**src/rgbhsv_pkg.sv**
```systemverilog
// rgbhsv_pkg: widths, item types and sector codes for the rgb to hsv pixel core
// used by rgb_to_hsv_pixel_core; depends on nothing
package rgbhsv_pkg;

  localparam int unsigned CHANNEL_BITS = 8;
  localparam int unsigned FRAC_BITS    = 16;
  localparam int unsigned HUE_DEN_BITS = CHANNEL_BITS + 3;

  typedef struct packed {
    logic [CHANNEL_BITS-1:0] red;
    logic [CHANNEL_BITS-1:0] green;
    logic [CHANNEL_BITS-1:0] blue;
  } pixel_t;

  typedef struct packed {
    logic [FRAC_BITS-1:0]    hue;
    logic [FRAC_BITS-1:0]    saturation;
    logic [CHANNEL_BITS-1:0] brightness;
  } result_t;

  typedef enum logic [1:0] {
    SEC_RED,
    SEC_GREEN,
    SEC_BLUE
  } sector_e;

  typedef struct packed {
    logic                    valid;
    logic [CHANNEL_BITS-1:0] brightness;
    logic                    hue_zero;
    logic                    sat_zero;
    logic                    sat_full;
  } side_t;

endpackage

```
**src/rgbhsv_frac_div.sv**
```systemverilog
// rgbhsv_frac_div: pipelined restoring divider, one quotient bit per stage
// gives floor(num * 2^Q_W / den) for num < den; no package or module dependencies
module rgbhsv_frac_div #(
  parameter int unsigned DEN_W = 8,
  parameter int unsigned Q_W   = 16
) (
  input  logic             clk_i,
  input  logic [DEN_W-1:0] num_i,
  input  logic [DEN_W-1:0] den_i,
  output logic [Q_W-1:0]   quot_o
);

  logic [DEN_W-1:0] rem_q  [Q_W-1];
  logic [DEN_W-1:0] den_q  [Q_W-1];
  logic [Q_W-1:0]   quot_q [Q_W];

  for (genvar k = 0; k < Q_W; k++) begin : g_stage
    logic [DEN_W-1:0] rem_in;
    logic [DEN_W-1:0] den_in;
    logic [Q_W-1:0]   q_in;
    logic [DEN_W:0]   dbl;
    logic [DEN_W:0]   diff;
    logic             take;

    if (k == 0) begin : g_first
      assign rem_in = num_i;
      assign den_in = den_i;
      assign q_in   = '0;
    end else begin : g_next
      assign rem_in = rem_q[k-1];
      assign den_in = den_q[k-1];
      assign q_in   = quot_q[k-1];
    end

    assign dbl  = {rem_in, 1'b0};
    assign diff = dbl - {1'b0, den_in};
    assign take = (dbl >= {1'b0, den_in});

    always_ff @(posedge clk_i) begin
      quot_q[k] <= {q_in[Q_W-2:0], take};
    end

    if (k < Q_W - 1) begin : g_carry
      always_ff @(posedge clk_i) begin
        rem_q[k] <= take ? diff[DEN_W-1:0] : dbl[DEN_W-1:0];
        den_q[k] <= den_in;
      end
    end
  end

  assign quot_o = quot_q[Q_W-1];

endmodule

```
**src/rgb_to_hsv_pixel_core.sv**
```systemverilog
// rgb_to_hsv_pixel_core: top level, rgb pixel in, hue / saturation / brightness out
// the path is registered through the front stages, the divider stages and the output register; one item per cycle
// throughput is set by the one-bit-per-stage divider pipelines, which take a new item each cycle
// busy is always low; each result shows for one cycle with valid_o and cannot be held off
// asynchronous active-low reset clears all valid bits and side flags; datapath is not reset
// depends on rgbhsv_pkg and rgbhsv_frac_div
module rgb_to_hsv_pixel_core (
  input  logic                clk_i,
  input  logic                rst_ni,
  input  logic                start,
  output logic                busy,
  input  rgbhsv_pkg::pixel_t  pixel_i,
  output logic                valid_o,
  output rgbhsv_pkg::result_t result_o
);
  import rgbhsv_pkg::*;

  localparam int unsigned LATENCY = FRAC_BITS + 4;

  logic accept;
  assign busy   = 1'b0;
  assign accept = start && !busy;

  // stage 1: max, min, sector, signed difference
  logic [CHANNEL_BITS-1:0] v_d, m_d, v1_q, m1_q;
  logic signed [CHANNEL_BITS:0] diff_d, diff1_q;
  sector_e sec_d, sec1_q;
  logic valid1_q;

  always_comb begin
    if (pixel_i.red >= pixel_i.green && pixel_i.red >= pixel_i.blue) begin
      sec_d  = SEC_RED;
      v_d    = pixel_i.red;
      diff_d = $signed({1'b0, pixel_i.green}) - $signed({1'b0, pixel_i.blue});
    end else if (pixel_i.green >= pixel_i.blue) begin
      sec_d  = SEC_GREEN;
      v_d    = pixel_i.green;
      diff_d = $signed({1'b0, pixel_i.blue}) - $signed({1'b0, pixel_i.red});
    end else begin
      sec_d  = SEC_BLUE;
      v_d    = pixel_i.blue;
      diff_d = $signed({1'b0, pixel_i.red}) - $signed({1'b0, pixel_i.green});
    end
    if (pixel_i.red <= pixel_i.green && pixel_i.red <= pixel_i.blue) begin
      m_d = pixel_i.red;
    end else if (pixel_i.green <= pixel_i.blue) begin
      m_d = pixel_i.green;
    end else begin
      m_d = pixel_i.blue;
    end
  end

  always_ff @(posedge clk_i or negedge rst_ni) begin
    if (!rst_ni) begin
      valid1_q <= 1'b0;
    end else begin
      valid1_q <= accept;
    end
  end

  always_ff @(posedge clk_i) begin
    v1_q    <= v_d;
    m1_q    <= m_d;
    diff1_q <= diff_d;
    sec1_q  <= sec_d;
  end

  // stage 2: chroma
  logic [CHANNEL_BITS-1:0] c2_q, v2_q;
  logic signed [CHANNEL_BITS:0] diff2_q;
  sector_e sec2_q;
  logic valid2_q;

  always_ff @(posedge clk_i or negedge rst_ni) begin
    if (!rst_ni) begin
      valid2_q <= 1'b0;
    end else begin
      valid2_q <= valid1_q;
    end
  end

  always_ff @(posedge clk_i) begin
    c2_q    <= v1_q - m1_q;
    v2_q    <= v1_q;
    diff2_q <= diff1_q;
    sec2_q  <= sec1_q;
  end

  // stage 3: hue numerator and denominator, special-case flags
  logic [HUE_DEN_BITS-1:0] c_ext, six_c, base_d, diff_ext, hnum_d;
  logic [HUE_DEN_BITS-1:0] hnum3_q, hden3_q;
  logic [CHANNEL_BITS-1:0] snum3_q, sden3_q;
  side_t side_d, side3_q;

  always_comb begin
    c_ext    = HUE_DEN_BITS'(c2_q);
    six_c    = (c_ext << 2) + (c_ext << 1);
    diff_ext = HUE_DEN_BITS'(diff2_q);
    case (sec2_q)
      SEC_RED:   base_d = diff2_q[CHANNEL_BITS] ? six_c : '0;
      SEC_GREEN: base_d = c_ext << 1;
      SEC_BLUE:  base_d = c_ext << 2;
      default:   base_d = '0;
    endcase
    hnum_d = base_d + diff_ext;

    side_d.valid      = valid2_q;
    side_d.brightness = v2_q;
    side_d.hue_zero   = (c2_q == '0);
    side_d.sat_zero   = (v2_q == '0);
    side_d.sat_full   = (c2_q == v2_q) && (v2_q != '0);
  end

  always_ff @(posedge clk_i or negedge rst_ni) begin
    if (!rst_ni) begin
      side3_q <= '0;
    end else begin
      side3_q <= side_d;
    end
  end

  always_ff @(posedge clk_i) begin
    hnum3_q <= hnum_d;
    hden3_q <= six_c;
    snum3_q <= c2_q;
    sden3_q <= v2_q;
  end

  // divider stages
  logic [FRAC_BITS-1:0] hue_quot, sat_quot;

  rgbhsv_frac_div #(
    .DEN_W (HUE_DEN_BITS),
    .Q_W   (FRAC_BITS)
  ) u_hue_div (
    .clk_i  (clk_i),
    .num_i  (hnum3_q),
    .den_i  (hden3_q),
    .quot_o (hue_quot)
  );

  rgbhsv_frac_div #(
    .DEN_W (CHANNEL_BITS),
    .Q_W   (FRAC_BITS)
  ) u_sat_div (
    .clk_i  (clk_i),
    .num_i  (snum3_q),
    .den_i  (sden3_q),
    .quot_o (sat_quot)
  );

  side_t side_q [FRAC_BITS];

  for (genvar k = 0; k < FRAC_BITS; k++) begin : g_side
    side_t side_in;
    if (k == 0) begin : g_first
      assign side_in = side3_q;
    end else begin : g_next
      assign side_in = side_q[k-1];
    end

    always_ff @(posedge clk_i or negedge rst_ni) begin
      if (!rst_ni) begin
        side_q[k] <= '0;
      end else begin
        side_q[k] <= side_in;
      end
    end
  end

  // output register
  side_t   side_out;
  result_t result_d, result_q;
  logic    valid_q;

  always_comb begin
    side_out            = side_q[FRAC_BITS-1];
    result_d.brightness = side_out.brightness;
    result_d.hue        = side_out.hue_zero ? '0 : hue_quot;
    if (side_out.sat_zero) begin
      result_d.saturation = '0;
    end else if (side_out.sat_full) begin
      result_d.saturation = '1;
    end else begin
      result_d.saturation = sat_quot;
    end
  end

  always_ff @(posedge clk_i or negedge rst_ni) begin
    if (!rst_ni) begin
      valid_q <= 1'b0;
    end else begin
      valid_q <= side_out.valid;
    end
  end

  always_ff @(posedge clk_i) begin
    result_q <= result_d;
  end

  assign valid_o  = valid_q;
  assign result_o = result_q;

`ifndef SYNTH
  a_black_unsaturated: assert property (@(posedge clk_i) disable iff (!rst_ni)
    valid_o && result_o.brightness == '0 |-> result_o.saturation == '0)
    else $error("black pixel with non-zero saturation");

  a_gray_no_hue: assert property (@(posedge clk_i) disable iff (!rst_ni)
    valid_o && result_o.saturation == '0 |-> result_o.hue == '0)
    else $error("gray pixel with non-zero hue");

  a_result_has_item: assert property (@(posedge clk_i) disable iff (!rst_ni)
    valid_o |-> $past(accept, LATENCY))
    else $error("result without an accepted item");

  a_item_gives_result: assert property (@(posedge clk_i) disable iff (!rst_ni)
    accept |-> ##LATENCY valid_o)
    else $error("accepted item lost in the pipeline");
`endif

endmodule

```
**config.mk**
```make
export PLATFORM = sky130hd
export DESIGN_NAME = rgb_to_hsv_pixel_core
export DESIGN_NICKNAME = d
export VERILOG_FILES = /design/src/rgbhsv_pkg.sv /design/src/rgbhsv_frac_div.sv /design/src/rgb_to_hsv_pixel_core.sv
export SDC_FILE = /design/constraint.sdc
export NUM_CORES = 2
export LEC_CHECK = 0
export BUFFER_PORTS_ARGS = -buffer_cell sky130_fd_sc_hd__buf_2
export CORE_AREA = 2 2 611 309
export CTS_CLUSTER_DIAMETER = 40
export DETAILED_ROUTE_END_ITERATION = 8
export DIE_AREA = 0 0 613 311
export PLACE_DENSITY = 0.34
export SYNTH_ARGS = -nofsm -noshare
export SYNTH_HDL_FRONTEND = slang
export SYNTH_HIERARCHICAL = 1
export SYNTH_SLANG_ARGS = --single-unit
```
**constraint.sdc**
```tcl
create_clock -name clk_i -period 7.6 [get_ports clk_i]
set_clock_uncertainty 0.1 [all_clocks]
set_input_delay 0.76 -clock clk_i [delete_from_list [all_inputs] [get_ports clk_i]]
set_output_delay 0.76 -clock clk_i [all_outputs]
set_load 0.01 [all_outputs]
```
==> metrics.txt <==
layout cells sized above 1 12.7%; Worst-Skew Late Latency 790 ps; maximum clock rate 0.290 GHz; r2r worst-path depth 8; area grow syn2layout 18.1%; CP required 8150 ps; Syn Inst Count 4166; worst r2r dst u_hue_div/rem_q[1][59]$_DFF_P_; Worst Path Arrival 3990 ps; status completed; first-pass GRT wire length 181 mm; CTS Buffer Depth 4; IO buf count 67; Synth top area share 42.2%; ys async rst share 17.6%; WL final 118 mm; clock root cell clkbuf_16; setup repair bufs after CTS 0; commonest non-fill, non-tap cell in the layout dfxtp_1; Nets 4773; largest net degree at the start of global routing 96; register area share after synthesis 53.4%; Max Transition Viols Final 0; crit share post-route 45.3%; width of the die 613 µm; DP Cell Count 6706; most frequent cells in the layout 972 x dfxtp_1, 465 x inv_1, 355 x ha_1; CP Max Fanout 8; vias in the first global route 28.2k; CP Launch Type register; Worst Hold Launch u_sat_div/quot_q[10][4]$_DFF_P_; Slew @ Worst Pin 982 ps; type of the worst min-delay path register to register; Worst Setup Slack, final 4160 ps; Vias 29.7k; Inserted Clock Buffers 153; r2r setup slk 4160 ps; DRT antenna net count 0; worst r2r src u_hue_div/den_q[1][48]$_DFF_P_; FP Rows 112; Die Ht 311 µm; H-tree Lvls 4; Clock Sink Count 1179; Hold Path Cell Cnt 0; DIE AREA 191000 µm²; Area contributors post-synth dfxtp_1 42%, dfrtp_1 11%, ha_1 9.6%, inv_1 3.8%, mux2_2 3.6%; EDFF count, synth 0; Vias/cell 4.25; Sum Neg Setup Slack 0 ps; CP endpoint kind register; total core area 185000 µm²; final hold vios 0; Synth Register Bits 1179; unrepaired setup endpoints after global routing no; placer's final routability congestion estimate 0.830; DP Wirelength 91.2 mm; Mapped Area 46100 µm²; ys flop type dfxtp_1; Iteration-0 DRC Markers 2290; pre-CTS setup slack 4020 ps; Pre-antenna DRT Iters 6; Mean Syn Cell Area 11.1 µm²; Worst Hold Path EP u_sat_div/quot_q[11][5]$_DFF_P_; CTS tree done; Tmin final 3440 ps; CTS clk-pin slew, worst paths 60 ps; final non-filler cell total 6986; Initial Util 24.9%; Netlist cell types 96; Worst Setup Path Type register to register; Ys Warns 6; Rel. slew slack 34.5%; Overflow after GRT 0; max-cap viol count 0; cell taking the most area after synthesis dfxtp_1; initial antenna violation count 5; routed length per instance 16.8 µm; DRC 0; GRT Resource Usage Total 12.4%; IO Pins 69; final setup violation count 0
==> cells in the mapped netlist, types with 19 or more instances <==
| master | count |
|---|---|
| o211ai_1 | 40 |
| nand4_1 | 46 |
| o31ai_1 | 45 |
| a211oi_1 | 35 |
| nor2_1 | 266 |
| a211o_1 | 26 |
| a31oi_1 | 26 |
| inv_1 | 465 |
| mux2_2 | 149 |
| a21o_1 | 66 |
| xnor2_1 | 105 |
| nand3_1 | 109 |
| nand2_1 | 82 |
| dfrtp_1 | 207 |
| o2111ai_1 | 30 |
| a21oi_1 | 175 |
| and2_1 | 19 |
| fa_1 | 36 |
| and3_1 | 35 |
| dfxtp_1 | 972 |
| nor2b_1 | 75 |
| nor3_1 | 93 |
| o31a_1 | 26 |
| o21a_1 | 84 |
| ha_1 | 355 |
| o21ai_0 | 141 |
| nand2b_1 | 28 |
| a21boi_0 | 20 |
| mux2i_1 | 60 |
| xor2_1 | 32 |
==> cell families (layout without fill, tap and decap cells) <==
kind of cell             Yosys count  after routing  share of synthesized area, %
flip-flops                      1179           1179                          53.4
AO/OA/AOI/OAI                    853            853                          13.1
AND/OR/NAND/NOR                  853            853                          9.67
buffers and inverters            524            823                          4.47
adder cells (fa/ha/maj)          391            391                          11.2
multiplexers                     228            228                          5.55
XOR/XNOR                         137            137                          2.60
other                              1             14                       0.00813
==> metrics by stage <==
step	util, %	instance area (µm²)	hold slack [ps]
after detailed placement	26.6	49400	212
final	29.4	54400	168
after global placement	26.6	49400	210
after floorplan	-	46100	210
after CTS	29.3	54400	106
after global routing	29.3	54400	145
==> worst max-delay path by stage <==
stage | end | slack, ps | from | cells after the start
final | u_hue_div/rem_q[1][59]$_DFF_P_ | 4160 | u_hue_div/den_q[1][48]$_DFF_P_ | 8
after global routing | hnum3_q[9]$_DFF_P_ | 4060 | c2_q[1]$_DFF_P_ | 13
after CTS | hnum3_q[9]$_DFF_P_ | 4260 | c2_q[1]$_DFF_P_ | 13
after detailed placement | diff1_q[6]$_DFF_P_ | 4020 | pixel_i[9] | 9
after global placement | diff1_q[6]$_DFF_P_ | 4040 | pixel_i[9] | 9
after floorplan | hnum3_q[9]$_DFF_P_ | 4550 | c2_q[1]$_DFF_P_ | 13
==> flip-flops by register name, indices dropped and copies added (netlist names), 9 cells and up <==
signal            cells
g_side.side_in      192
u_hue_div/quot_q    136
u_sat_div/rem_q     120
result_o             40
u_sat_div/quot_q    136
diff2_q               9
hden3_q               9
u_sat_div/den_q     120
u_hue_div/den_q     165
diff1_q               9
u_hue_div/rem_q     165
hnum3_q              11
==> worst max-delay path, stage by stage (launching register included) <==
cell and delay, ps:
dfxtp_1 350, inv_1 50, ha_1 490, nand4_1 400, a211oi_1 660, nor2_1 160, o21a_1 410, inv_2 320
mux2_2 380
==> metal layers <==
layer  track usage (%)  vias to the layer above  routed length [µm]
met2              11.4                      734               31400
met5                 0                        -                   0
met4              2.88                        0                2130
li1                  -                    15000                   -
met3              3.32                      157                8260
met1              23.4                    13800               75900
==> area by class of cell <==
type	instances	area, µm²
clock buffers	186	4120
flip-flops and latches	1179	24600
diodes	10	25.0
well taps	2508	3140
clock inverters	82	870
inverters	479	1810
fillers	19000	131000
repair buffers	76	418
multi-input cells	2466	19400
==> what timing repair did <==
action | in CTS | in global routing
hold buffers | 2 | 0
endpoints found under the hold margin | 94 | 0
gates resized for setup | 0 | 0
Power is not shown: default switching activity piles up to over one toggle a cycle in this logic, so the estimate is an artifact.
